File: src/rtl/haet_pkg.sv
// ----------------------------------------------------------------------------
// haet_pkg
// Shared types and constants for the heap allocation event tracker.
// ----------------------------------------------------------------------------
package haet_pkg;

    localparam int LIVE_ENTRIES = 1024;
    localparam int ADDRESS_BITS = 48;
    localparam int IDX_W        = $clog2(LIVE_ENTRIES);
    localparam int CNT_W        = IDX_W + 1;
    localparam int END_BITS     = ADDRESS_BITS + 1;
    localparam int SUM_W        = 65;

    typedef enum logic [1:0] {
        KIND_ALLOC   = 2'd0,
        KIND_FREE    = 2'd1,
        KIND_REALLOC = 2'd2,
        KIND_NONE    = 2'd3
    } kind_t;

    typedef enum logic [2:0] {
        ST_ALLOC_OK       = 3'd0,
        ST_FREE_OK        = 3'd1,
        ST_ALLOC_CONFLICT = 3'd2,
        ST_FREE_CONFLICT  = 3'd3,
        ST_TABLE_FULL     = 3'd4
    } status_t;

    typedef struct packed {
        kind_t                   kind;
        logic [ADDRESS_BITS-1:0] address;
        logic [ADDRESS_BITS-1:0] prior_address;
        logic [31:0]             alloc_size;
        logic [7:0]              heap_id;
    } item_t;

    typedef struct packed {
        logic [31:0]             tick;
        status_t                 status;
        logic [31:0]             block_index;
        logic [ADDRESS_BITS-1:0] event_address;
        logic [31:0]             event_size;
        logic [ADDRESS_BITS-1:0] low_address;
        logic [END_BITS-1:0]     high_address;
        logic                    last;
    } result_t;

    typedef struct packed {
        logic                    valid;
        logic [7:0]              heap;
        logic [ADDRESS_BITS-1:0] address;
        logic [31:0]             record;
    } entry_t;

    typedef enum logic [1:0] {
        S_CLEAR  = 2'd0,
        S_IDLE   = 2'd1,
        S_SCAN   = 2'd2,
        S_COMMIT = 2'd3
    } state_t;

    typedef struct packed {
        logic clear_wr;
        logic load;
        logic scan_start;
        logic scan_step;
        logic commit;
        logic alloc_phase;
        logic last;
    } cmd_t;

    typedef struct packed {
        logic clear_done;
        logic scan_done;
    } sts_t;

endpackage

File: src/rtl/haet_ctrl.sv
// ----------------------------------------------------------------------------
// haet_ctrl
// Sequencer: table clear after reset, then per step a table walk and a commit.
// ----------------------------------------------------------------------------
module haet_ctrl (
    input  logic           clk,
    input  logic           rst_n,
    input  logic           start,
    input  haet_pkg::kind_t kind,
    input  haet_pkg::sts_t sts,
    output haet_pkg::cmd_t cmd,
    output logic           busy
);
    import haet_pkg::*;

    state_t state_reg, state_next;
    logic   phase_reg, phase_next;
    logic   realloc_reg, realloc_next;

    // state and phase registers
    always_ff @(posedge clk or negedge rst_n)
    begin
        if (!rst_n)
        begin
            state_reg   <= S_CLEAR;
            phase_reg   <= 1'b0;
            realloc_reg <= 1'b0;
        end
        else
        begin
            state_reg   <= state_next;
            phase_reg   <= phase_next;
            realloc_reg <= realloc_next;
        end
    end

    // next state
    always_comb
    begin
        state_next   = state_reg;
        phase_next   = phase_reg;
        realloc_next = realloc_reg;
        unique case (state_reg)
            S_CLEAR:
            begin
                if (sts.clear_done)
                    state_next = S_IDLE;
            end
            S_IDLE:
            begin
                if (start && kind != KIND_NONE)
                begin
                    state_next   = S_SCAN;
                    phase_next   = (kind == KIND_ALLOC);
                    realloc_next = (kind == KIND_REALLOC);
                end
            end
            S_SCAN:
            begin
                if (sts.scan_done)
                    state_next = S_COMMIT;
            end
            S_COMMIT:
            begin
                if (realloc_reg && !phase_reg)
                begin
                    state_next = S_SCAN;
                    phase_next = 1'b1;
                end
                else
                    state_next = S_IDLE;
            end
            default: state_next = S_IDLE;
        endcase
    end

    // outputs
    always_comb
    begin
        cmd             = '0;
        cmd.alloc_phase = phase_reg;
        cmd.last        = !(realloc_reg && !phase_reg);
        busy            = (state_reg != S_IDLE);
        unique case (state_reg)
            S_CLEAR:  cmd.clear_wr = 1'b1;
            S_IDLE:
            begin
                if (start && kind != KIND_NONE)
                begin
                    cmd.load       = 1'b1;
                    cmd.scan_start = 1'b1;
                end
            end
            S_SCAN:   cmd.scan_step = 1'b1;
            S_COMMIT:
            begin
                cmd.commit     = 1'b1;
                cmd.scan_start = realloc_reg && !phase_reg;
            end
            default:  cmd = '0;
        endcase
    end

endmodule

File: config.mk
export PLATFORM = sky130hd
export DESIGN_NAME = haet_ctrl
export DESIGN_NICKNAME = d
export VERILOG_FILES = /design/src/rtl/haet_pkg.sv /design/src/rtl/haet_ctrl.sv
export SDC_FILE = /design/constraint.sdc
export NUM_CORES = 1
export LEC_CHECK = 0
export BUFFER_PORTS_ARGS = -buffer_cell sky130_fd_sc_hd__clkbuf_2
export CAP_MARGIN = 10
export CORE_AREA = 2 2 39 41
export DETAILED_ROUTE_END_ITERATION = 12
export DIE_AREA = 0 0 41 43
export SYNTH_ARGS = -nofsm -noshare
export SYNTH_HDL_FRONTEND = slang
export SYNTH_SLANG_ARGS = --single-unit
File: constraint.sdc
create_clock -name clk -period 1.6 [get_ports clk]
set_clock_uncertainty 0.2 [all_clocks]
set_input_delay 0.32 -clock clk [delete_from_list [all_inputs] [get_ports clk]]
set_output_delay 0.32 -clock clk [all_outputs]
set_load 0.1 [all_outputs]
Word-level counts from Yosys, hierarchy flattened --
Index checks and enable logic that the tools add are counted.
Storage, ports and cells: output and inout port bits 8, logic and storage cells 37, flip-flop bits (word level) 4, input bits 7
Cells by class: reduce and logical (&&, ||, !) cells 10, equality and inequality tests 10, mux-type cells 14
Operator list (number):
- $mux 2 | 5
- $ne 2x2->1 const B | 5
- $pmux 2 s4 | 1
- $eq 2x2->1 const B | 3
- $mux 1 | 6
- $reduce_and 3->1 | 2
- $logic_not 2->1 | 2
- $pmux 1 s2 | 2
- $eq 2x1->1 const B | 1
- $logic_and 1x1->1 | 2
- $logic_not 1->1 | 2
- $ne 2x1->1 const B | 1
- $reduce_and 2->1 | 1
- $reduce_bool 2->1 | 1

Depth between registers and ports, before layout --
Gate-level depths: netlist of run 1.
depth in word-level cells 4, gate-level depth with buffers 4, depth with buffers taken out 3

Worst setup path after synthesis of run 1 --
OpenSTA, ideal clock, no wires.
kind register to register, from register state_reg[1], to register phase_reg, stages on the path, launching flop included 5, setup time 0.198 ns, data arrival time 2.841 ns, period minus slack after synthesis 3.239 ns, data required time 1.202 ns, path buffers 1, setup slack -1.639 ns, cells stage by stage dfrtp_1 > buf_6 > nand2b_1 > nor2_1 > o211ai_1
On the way: longest elaborated chain between the ends 3, elaborated cells between the ends (all ways) 7, classes of those cells eq/ne (4); mux (1); reduce/logical (2)
Ends and longest elaborated chain:
- from (decl) | RTL line haet_ctrl.sv:16 | state_t state_reg, state_next;
- from (signal assigned) | RTL line haet_ctrl.sv:31 | state_reg <= state_next;
- $eq 2x2->1 or $eq 2x1->1 (tied branches) | RTL line haet_ctrl.sv:43 | unique case (state_reg)
- $ne 2x2->1 (no line) or $reduce_bool 2->1 (tied branches)
- $reduce_and 3->1 (no line)
- to (signal assigned) | RTL line haet_ctrl.sv:32 | phase_reg <= phase_next;
- to (decl) | RTL line haet_ctrl.sv:17 | logic phase_reg, phase_next;
Several ways; a longest one is shown, not always the timed one. A chain may end at the register's enable or synchronous reset.

==> results of run 1 <==
==> routing by layer <==
metal / wire [um] / part of all wire [%] / up-vias
li1: - / - / 151
met1: 285 / 36 / 155
met2: 448 / 56 / 13
met3: 43 / 5.4 / 2
met4: 21 / 2.6 / 0
met5: 0 / 0 / -
==> worst max-delay path, cell delays in order, from the launching register on <==
cell	delay (ns)
dfrtp_1	0.38
nand2b_4	0.15
mux2i_1	0.13
and2_4	0.17
buf_12	0.16
==> path summary, 6_finish.rpt <==
check	startpoint	to	slack, ns
min in group asynchronous	rst_n	realloc_reg$_DFFE_PN0P_	0.22
setup / recovery	phase_reg$_DFFE_PN0P_	cmd[4]	-0.16
max in group asynchronous	rst_n	state_reg[0]$_DFFE_PN0P_	0.84
hold reg to reg	realloc_reg$_DFFE_PN0P_	realloc_reg$_DFFE_PN0P_	0.47
hold / removal	sts[1]	state_reg[0]$_DFFE_PN0P_	0.21
setup reg to reg	state_reg[1]$_DFFE_PN0P_	phase_reg$_DFFE_PN0P_	0.12
==> cells in the final DEF (no fill, tap or decap), drive strengths merged <==
cell and count:
a21bo 1, a21o 1, and2 2, buf 23, clkbuf 9, dfrtp 4
dlygate4sd3 1, inv 1, mux2i 1, mux4 1, nand2 2, nand2b 2
nand3b 1, nor2 3, nor2b 1, o211ai 1, o22a 1, or3 1
==> Yosys cell counts (all sizes together) <==
cell type,instances
dfrtp,4
nor2,3
and2,2
buf,2
nand2,2
nand2b,2
a21bo,1
a21o,1
inv,1
mux2i,1
mux4,1
nand3b,1
nor2b,1
o211ai,1
o22a,1
or3,1
==> cells by family after synthesis <==
kind of cell    share of synthesized area (%)
simple gates                             25.3
compound gates                           13.4
flops                                    39.6
buf+inv                                  8.91
mux                                      12.9
==> through the flow <==
step / setup WS [ns] / instances / area, sq um / hold slack [ns]
2_1_floorplan: -0.262 / 25 / 284 / -0.176
3_3_place_gp: -0.0351 / 59 / 520 / -0.0721
3_5_place_dp: -0.0436 / 59 / 520 / -0.0721
4_1_cts: -0.147 / 68 / 597 / 0.209
5_1_grt: -0.227 / 72 / 627 / 0.210
6_report: -0.160 / 72 / 627 / 0.205
==> timing repair <==
| item | 4_1_cts | 5_1_grt |
|---|---|---|
| pin swaps | 1 | 1 |
| hold buffers | 1 | 0 |
| setup endpoints to repair | 6 | 7 |
| endpoints found under the hold margin | 4 | 0 |
| buffers inserted | 5 | 5 |
| resized for setup | 3 | 0 |
==> cell type report <==
| class | instances | area [sq um] | area share, % |
|---|---|---|---|
| Clock buffer | 3 | 22.5 | 3.59 |
| Inverter | 1 | 3.75 | 0.599 |
| Multi-Input combinational cell | 18 | 161 | 25.7 |
| Sequential cell | 4 | 103 | 16.4 |
| Tap cell | 16 | 20.0 | 3.19 |
| Timing Repair Buffer | 30 | 317 | 50.5 |
==> impl_metrics.tcl, run 1 <==
set metrics [dict create \
    start_util_pct 18.3 \
    rows 14 \
    crit_type "reg2out" \
    via_per_inst 4.46 \
    largest_reg_flops 2 \
    grt_max_degree 8 \
    core_sq_um 1380 \
    violations "negative setup slack" \
    fin_ws_ns -0.160 \
    post-route-period-util_pct 110 \
    ys_seq_area_share_pct 39.6 \
    synth_area_leaders "dfrtp_1 40%, mux4_2 8.9%, and2_1 5.0%" \
    setup_viol 6 \
    final_max_slew_viol_count 0 \
    use_met2_pct 16.9 \
    end_kind "primary output" \
    die_area_sq_um 1760 \
    grt_pass1_wl_um 1330 \
    start_kind "register" \
    die_w_um 41 \
    holdPathStages 2 \
    antenna_found_initial 0 \
    cap_violations 0 \
    max-slew-margin-rel_pct 88.1 \
    yosysTopAreaCell "dfrtp_1" \
    grt_use_total_pct 11.9 \
    netlist_instances 25 \
    syn2layout_area_growth_pct 148 \
    remaining_drc_errors 0 \
    tritoncts "done" \
    hold_violations 0 \
    top_usage_layer "met2" \
    overflow 0 \
    drt-total-wl_um 799 \
    yosysWarnings 0 \
    drt-initial-drc-count 2 \
    cp.arrival_ns 1.24 \
    num_vias 321 \
    grt_pass1_vias 323 \
    worstPathMaxFanout 2 \
    r2r_cells 4 \
    required_ns 1.08 \
    tightest_slew_ns 0.179 \
    ys_types 17 \
    yosys_register_bits 4 \
    portBuffers 14 \
    dp_hpwl_um 554 \
    ios 15 \
    synth_top_area_share_pct 39.6 \
    synthesis.nets 32 \
    tns_ns -0.413 \
    use_met1_pct 14.1 \
    first_pass_iters 4 \
    drive_gt1_share_pct 76.8 \
    clk_latency_ns 0.24 \
    utilization_pct 45.3 \
    ant_nets 0 \
    fmax_mhz 568 \
    clock_path_buffers 2 \
    status "finished with violations" \
    fillers 131 \
    synthesis.area_sq_um 253 \
    cts_made_buffers 3 \
    hp-class "in2reg" \
    syn_avg_cell_area_sq_um 10.1 \
    ctsHtreeMaxLevel 1 \
    nNetsFinal 65 \
    dieHeight_um 43 \
    use_met3_pct 3.14 \
    fin_crit_ns 1.76 \
    rsz0062_at_grt "true" \
    cts_sinks 4 \
    gp_congestion 0.739 \
    diodes 0 \
    clkSlewWorstSetupHoldPaths_ns 0.04 \
    root_buffer "clkbuf_4" \
    avgRoutedWirePerCell_um 11.1 \
]
Power of run 1 is left out: the tool's default activity adds up to more than one toggle a clock period on the data nets, which glitch-free logic cannot reach.
==> run 2: changes to the inputs <==
clock period = 1.4 ns   (was 1.6 ns; I/O delays follow)
==> impl_metrics.tcl, run 2 (synthesized netlist as in run 1, its figures left out) <==
set metrics [dict create \
    status "finished with violations" \
    violations "negative setup slack" \
    r2r-end "phase_reg$_DFFE_PN0P_" \
    dp_hpwl_um 525 \
    dieHeight_um 43 \
    fin_crit_ns 1.70 \
    via_per_inst 3.94 \
    tritoncts "done" \
    cap_violations 0 \
    avgRoutedWirePerCell_um 9.96 \
    first_pass_iters 4 \
    grt_max_degree 9 \
    layout_common_cells "12 x buf_4, 8 x buf_12, 6 x clkbuf_2" \
    portBuffers 14 \
    gp_congestion 0.732 \
    tightest_slew_ns 0.202 \
    crit_type "reg2out" \
    r2r_cells 4 \
    max-slew-margin-rel_pct 86.5 \
    clk_latency_ns 0.24 \
    ant_nets 0 \
    seq_area_sq_um 103 \
    worstPathMaxFanout 2 \
    drt-total-wl_um 707 \
    diodes 0 \
    hp-class "in2async" \
    cts_made_buffers 3 \
    rsz0062_at_grt "true" \
    grt_pass1_vias 272 \
    post-route-period-util_pct 122 \
    fin_ws_ns -0.304 \
    drive_gt1_share_pct 74.5 \
    setup_viol 9 \
    syn2layout_area_growth_pct 146 \
    die_area_sq_um 1760 \
    end_kind "primary output" \
    use_met1_pct 13.2 \
    hold_violations 0 \
    reg2reg_from "state_reg[1]$_DFFE_PN0P_" \
    cp.arrival_ns 1.22 \
    rows 14 \
    top_usage_layer "met1" \
    root_buffer "clkbuf_4" \
    largest_reg_flops 2 \
    nNetsFinal 63 \
    overflow 0 \
    grt_use_total_pct 9.11 \
    fmax_mhz 587 \
    required_ns 0.92 \
    cts_sinks 4 \
    clkSlewWorstSetupHoldPaths_ns 0.05 \
    hold_slack_ns 0.167 \
    final_max_slew_viol_count 0 \
    fillers 135 \
    clock_path_buffers 2 \
    use_met3_pct 2.09 \
    remaining_drc_errors 0 \
    mostFrequentLayoutCell "buf_4" \
    ios 15 \
    grt_pass1_wl_um 1060 \
    use_met2_pct 10.6 \
    core_sq_um 1380 \
    drt-initial-drc-count 3 \
    num_vias 280 \
    start_util_pct 18.3 \
    die_w_um 41 \
    r2r_slack_ns -0.04 \
    multi_input_area_sq_um 168 \
    antenna_found_initial 0 \
    start_kind "register" \
    ctsHtreeMaxLevel 1 \
]
run 2: cell types whose count changed in the layout (fill, tap and decap cells not counted), sizes merged:
cell	previous run	this run
clkbuf	9	10
buf	23	21
run 2: worst max-delay path by stage:
stage,cells after the start,end,slack [ns],start
2_1_floorplan,4,phase_reg$_DFFE_PN0P_,-0.43,state_reg[1]$_DFFE_PN0P_
3_3_place_gp,5,cmd[4],-0.16,kind[0]
3_5_place_dp,5,cmd[4],-0.17,start
4_1_cts,4,cmd[4],-0.32,phase_reg$_DFFE_PN0P_
5_1_grt,4,cmd[4],-0.34,phase_reg$_DFFE_PN0P_
6_report,4,cmd[4],-0.30,phase_reg$_DFFE_PN0P_
run 2: critical path, stage by stage (launching register included):
cell,delay [ns]
dfrtp_1,0.37
nand2b_4,0.15
mux2i_1,0.14
and2_4,0.17
buf_12,0.16
run 2: repair_timing:
action	in CTS	in global routing
endpoints found under the setup margin	8	9
buffers inserted	0	3
pin swaps	0	1
hold buffers	1	0
gates resized for setup	1	2
endpoints found under the hold margin	4	0
run 2: metrics by stage:
step	TNS [ns]	util, %	setup WS, ns	cell area (sq um)	std cells
after floorplan	-2.03	-	-0.426	290	25
after global placement	-0.211	40.8	-0.160	564	64
after CTS	-1.65	43.5	-0.316	602	69
final	-1.67	44.9	-0.304	622	71
after global routing	-2.13	44.9	-0.345	622	71
after detailed placement	-0.233	40.8	-0.174	564	64
run 2: cell type report:
cell class	instances	area share, %
clock buffers	4	4.23
inverters	1	0.604
multi-input cells	18	27.0
flip-flops and latches	4	16.5
well taps	16	3.22
repair buffers	28	48.5
run 2: layer usage:
layer | routed length [um] | up-vias | share of wire (%)
met1 | 286 | 125 | 40
met5 | 0 | - | 0
met2 | 388 | 10 | 55
met4 | 0 | 0 | 0
li1 | - | 145 | -
met3 | 33 | 0 | 4.7
Power of run 2 is left out for the same reason.
==> run 3: changes to the inputs <==
ABC_AREA = 1   (was unset)
==> impl_metrics.tcl, run 3 <==
set metrics [dict create \
    synth_top_area_share_pct 37.9 \
    dp_hpwl_um 628 \
    r2r_slack_ns 0.07 \
    setup_viol 8 \
    cp.arrival_ns 1.20 \
    dieHeight_um 43 \
    drt-total-wl_um 738 \
    syn_avg_cell_area_sq_um 6.44 \
    synthAdderAreaFrac_pct 0 \
    root_buffer "clkbuf_4" \
    tritoncts "done" \
    post-route-period-util_pct 120 \
    use_met3_pct 1.57 \
    rsz0062_at_grt "true" \
    hp-class "in2reg" \
    cts_sinks 4 \
    num_vias 359 \
    yosys-top-cells-count "10 x inv_1, 10 x nand2_1, 6 x nand3_1" \
    synth_edf_count 0 \
    grt_pass1_vias 334 \
    synth_compound_area_share_pct 3.79 \
    clk_latency_ns 0.23 \
    clkSlewWorstSetupHoldPaths_ns 0.04 \
    synthesis.area_sq_um 264 \
    start_kind "register" \
    end_kind "primary output" \
    antenna_found_initial 0 \
    yosys_register_bits 4 \
    gp_congestion 0.669 \
    hold_slack_ns 0.161 \
    r2r_cells 6 \
    ios 15 \
    fmax_mhz 597 \
    drive_gt1_share_pct 62.0 \
    drt-initial-drc-count 3 \
    cap_violations 0 \
    overflow 0 \
    synthesis.nets 48 \
    first_pass_iters 4 \
    synth_xor_xnor_area_share_pct 0 \
    largest_reg_flops 2 \
    holdPathStages 5 \
    tns_ns -1.52 \
    layout_common_cells "10 x buf_4, 8 x buf_12, 7 x nand2_1" \
    violations "negative setup slack" \
    tightest_slew_ns 0.170 \
    die_w_um 41 \
    hold_violations 0 \
    ant_nets 0 \
    holdPathEnd "state_reg[0]$_DFFE_PN0P_" \
    start_util_pct 19.1 \
    fin_ws_ns -0.276 \
    min_from "sts[1]" \
    yosysTopAreaCell "dfrtp_1" \
    ctsHtreeMaxLevel 1 \
    cts_made_buffers 3 \
    ys_types 12 \
    r2r-end "realloc_reg$_DFFE_PN0P_" \
    synth_ff_type "dfrtp_1" \
    status "finished with violations" \
    fin_crit_ns 1.68 \
    use_met1_pct 10.2 \
    portBuffers 14 \
    via_per_inst 4.13 \
    die_area_sq_um 1760 \
    reg2reg_from "state_reg[1]$_DFFE_PN0P_" \
    grt_max_degree 7 \
    grt_use_total_pct 10.0 \
    diodes 0 \
    top_usage_layer "met2" \
    nNetsFinal 79 \
    synthMuxAreaShare_pct 0 \
    max-slew-margin-rel_pct 88.6 \
    syn2layout_area_growth_pct 147 \
    avgRoutedWirePerCell_um 8.48 \
    worstPathMaxFanout 3 \
    netlist_instances 41 \
    postSynth.asyncResetShare_pct 100 \
    yosysWarnings 0 \
    grt_pass1_wl_um 1150 \
    ys_seq_area_share_pct 37.9 \
    remaining_drc_errors 0 \
    core_sq_um 1380 \
    synth_top_family_by_area "simple AND/OR/NAND/NOR gates" \
    clock_path_buffers 2 \
    synthSimpleGateAreaFrac_pct 39.8 \
    use_met2_pct 15.6 \
    rows 14 \
    synth_area_leaders "dfrtp_1 38%, inv_1 14%, nand2_1 14%" \
    mostFrequentLayoutCell "buf_4" \
    crit_type "reg2out" \
    required_ns 0.92 \
    final_max_slew_viol_count 0 \
]
-- run 3: cell count changes in the layout (fill, tap and decap cells not counted), sizes merged, moves of 2 or more --
cell,delta
nand2,+10
nand2b,-2
clkinvlp,+3
and2,-2
inv,+7
nand3,+6
-- run 3: layout make-up --
cell class                 count  area (sq um)
timing repair buffer          27           298
tap                           16          20.0
sequential                     4           101
clock buffer                   4          26.3
multi-input combinational     25           153
fill                         142           731
inverter                      11          55.1
-- run 3: worst max-delay path by stage --
stage	from	endpoint	slack, ns	cells past startpoint
after floorplan	state_reg[1]$_DFFE_PN0P_	cmd[4]	-0.26	4
after global placement	kind[0]	cmd[5]	-0.1	5
after detailed placement	kind[0]	cmd[5]	-0.12	5
after CTS	state_reg[1]$_DFFE_PN0P_	cmd[4]	-0.28	5
after global routing	state_reg[1]$_DFFE_PN0P_	cmd[4]	-0.33	5
final	state_reg[1]$_DFFE_PN0P_	cmd[4]	-0.28	5
-- run 3: metal layers --
metal | up-vias | part of all wire (%)
li1 | 183 | -
met1 | 166 | 42
met2 | 8 | 53
met3 | 2 | 4.1
met4 | 0 | 1.4
met5 | - | 0
-- run 3: through the flow --
step | utilization (%) | std cells | setup WS [ns] | cell area (sq um)
after CTS | 46.7 | 87 | -0.281 | 646
after floorplan | - | 41 | -0.263 | 302
after global routing | 47.2 | 87 | -0.329 | 653
after detailed placement | 41.9 | 80 | -0.117 | 579
after global placement | 41.9 | 80 | -0.0968 | 579
final | 47.2 | 87 | -0.276 | 653
-- run 3: repair_timing --
item                                    4_1_cts  5_1_grt
resized for setup                             4        3
hold buffers                                  1        0
setup buffers                                 4        0
endpoints found under the setup margin        8       10
hold endpoints to repair                      4        0
pin swaps                                     3        1
-- run 3: kinds of logic after synthesis --
group | Yosys count
and+or+nand+nor | 23
buffers and inverters | 12
DFF | 4
AOI/OAI and AO/OA | 2
-- run 3: worst max-delay path, cell delays in order, from the launching register on --
cell,delay (ns)
dfrtp_1,0.41
inv_2,0.07
nand4_1,0.09
buf_6,0.15
nand2_4,0.07
buf_12,0.17
Power of run 3 is left out for the same reason.
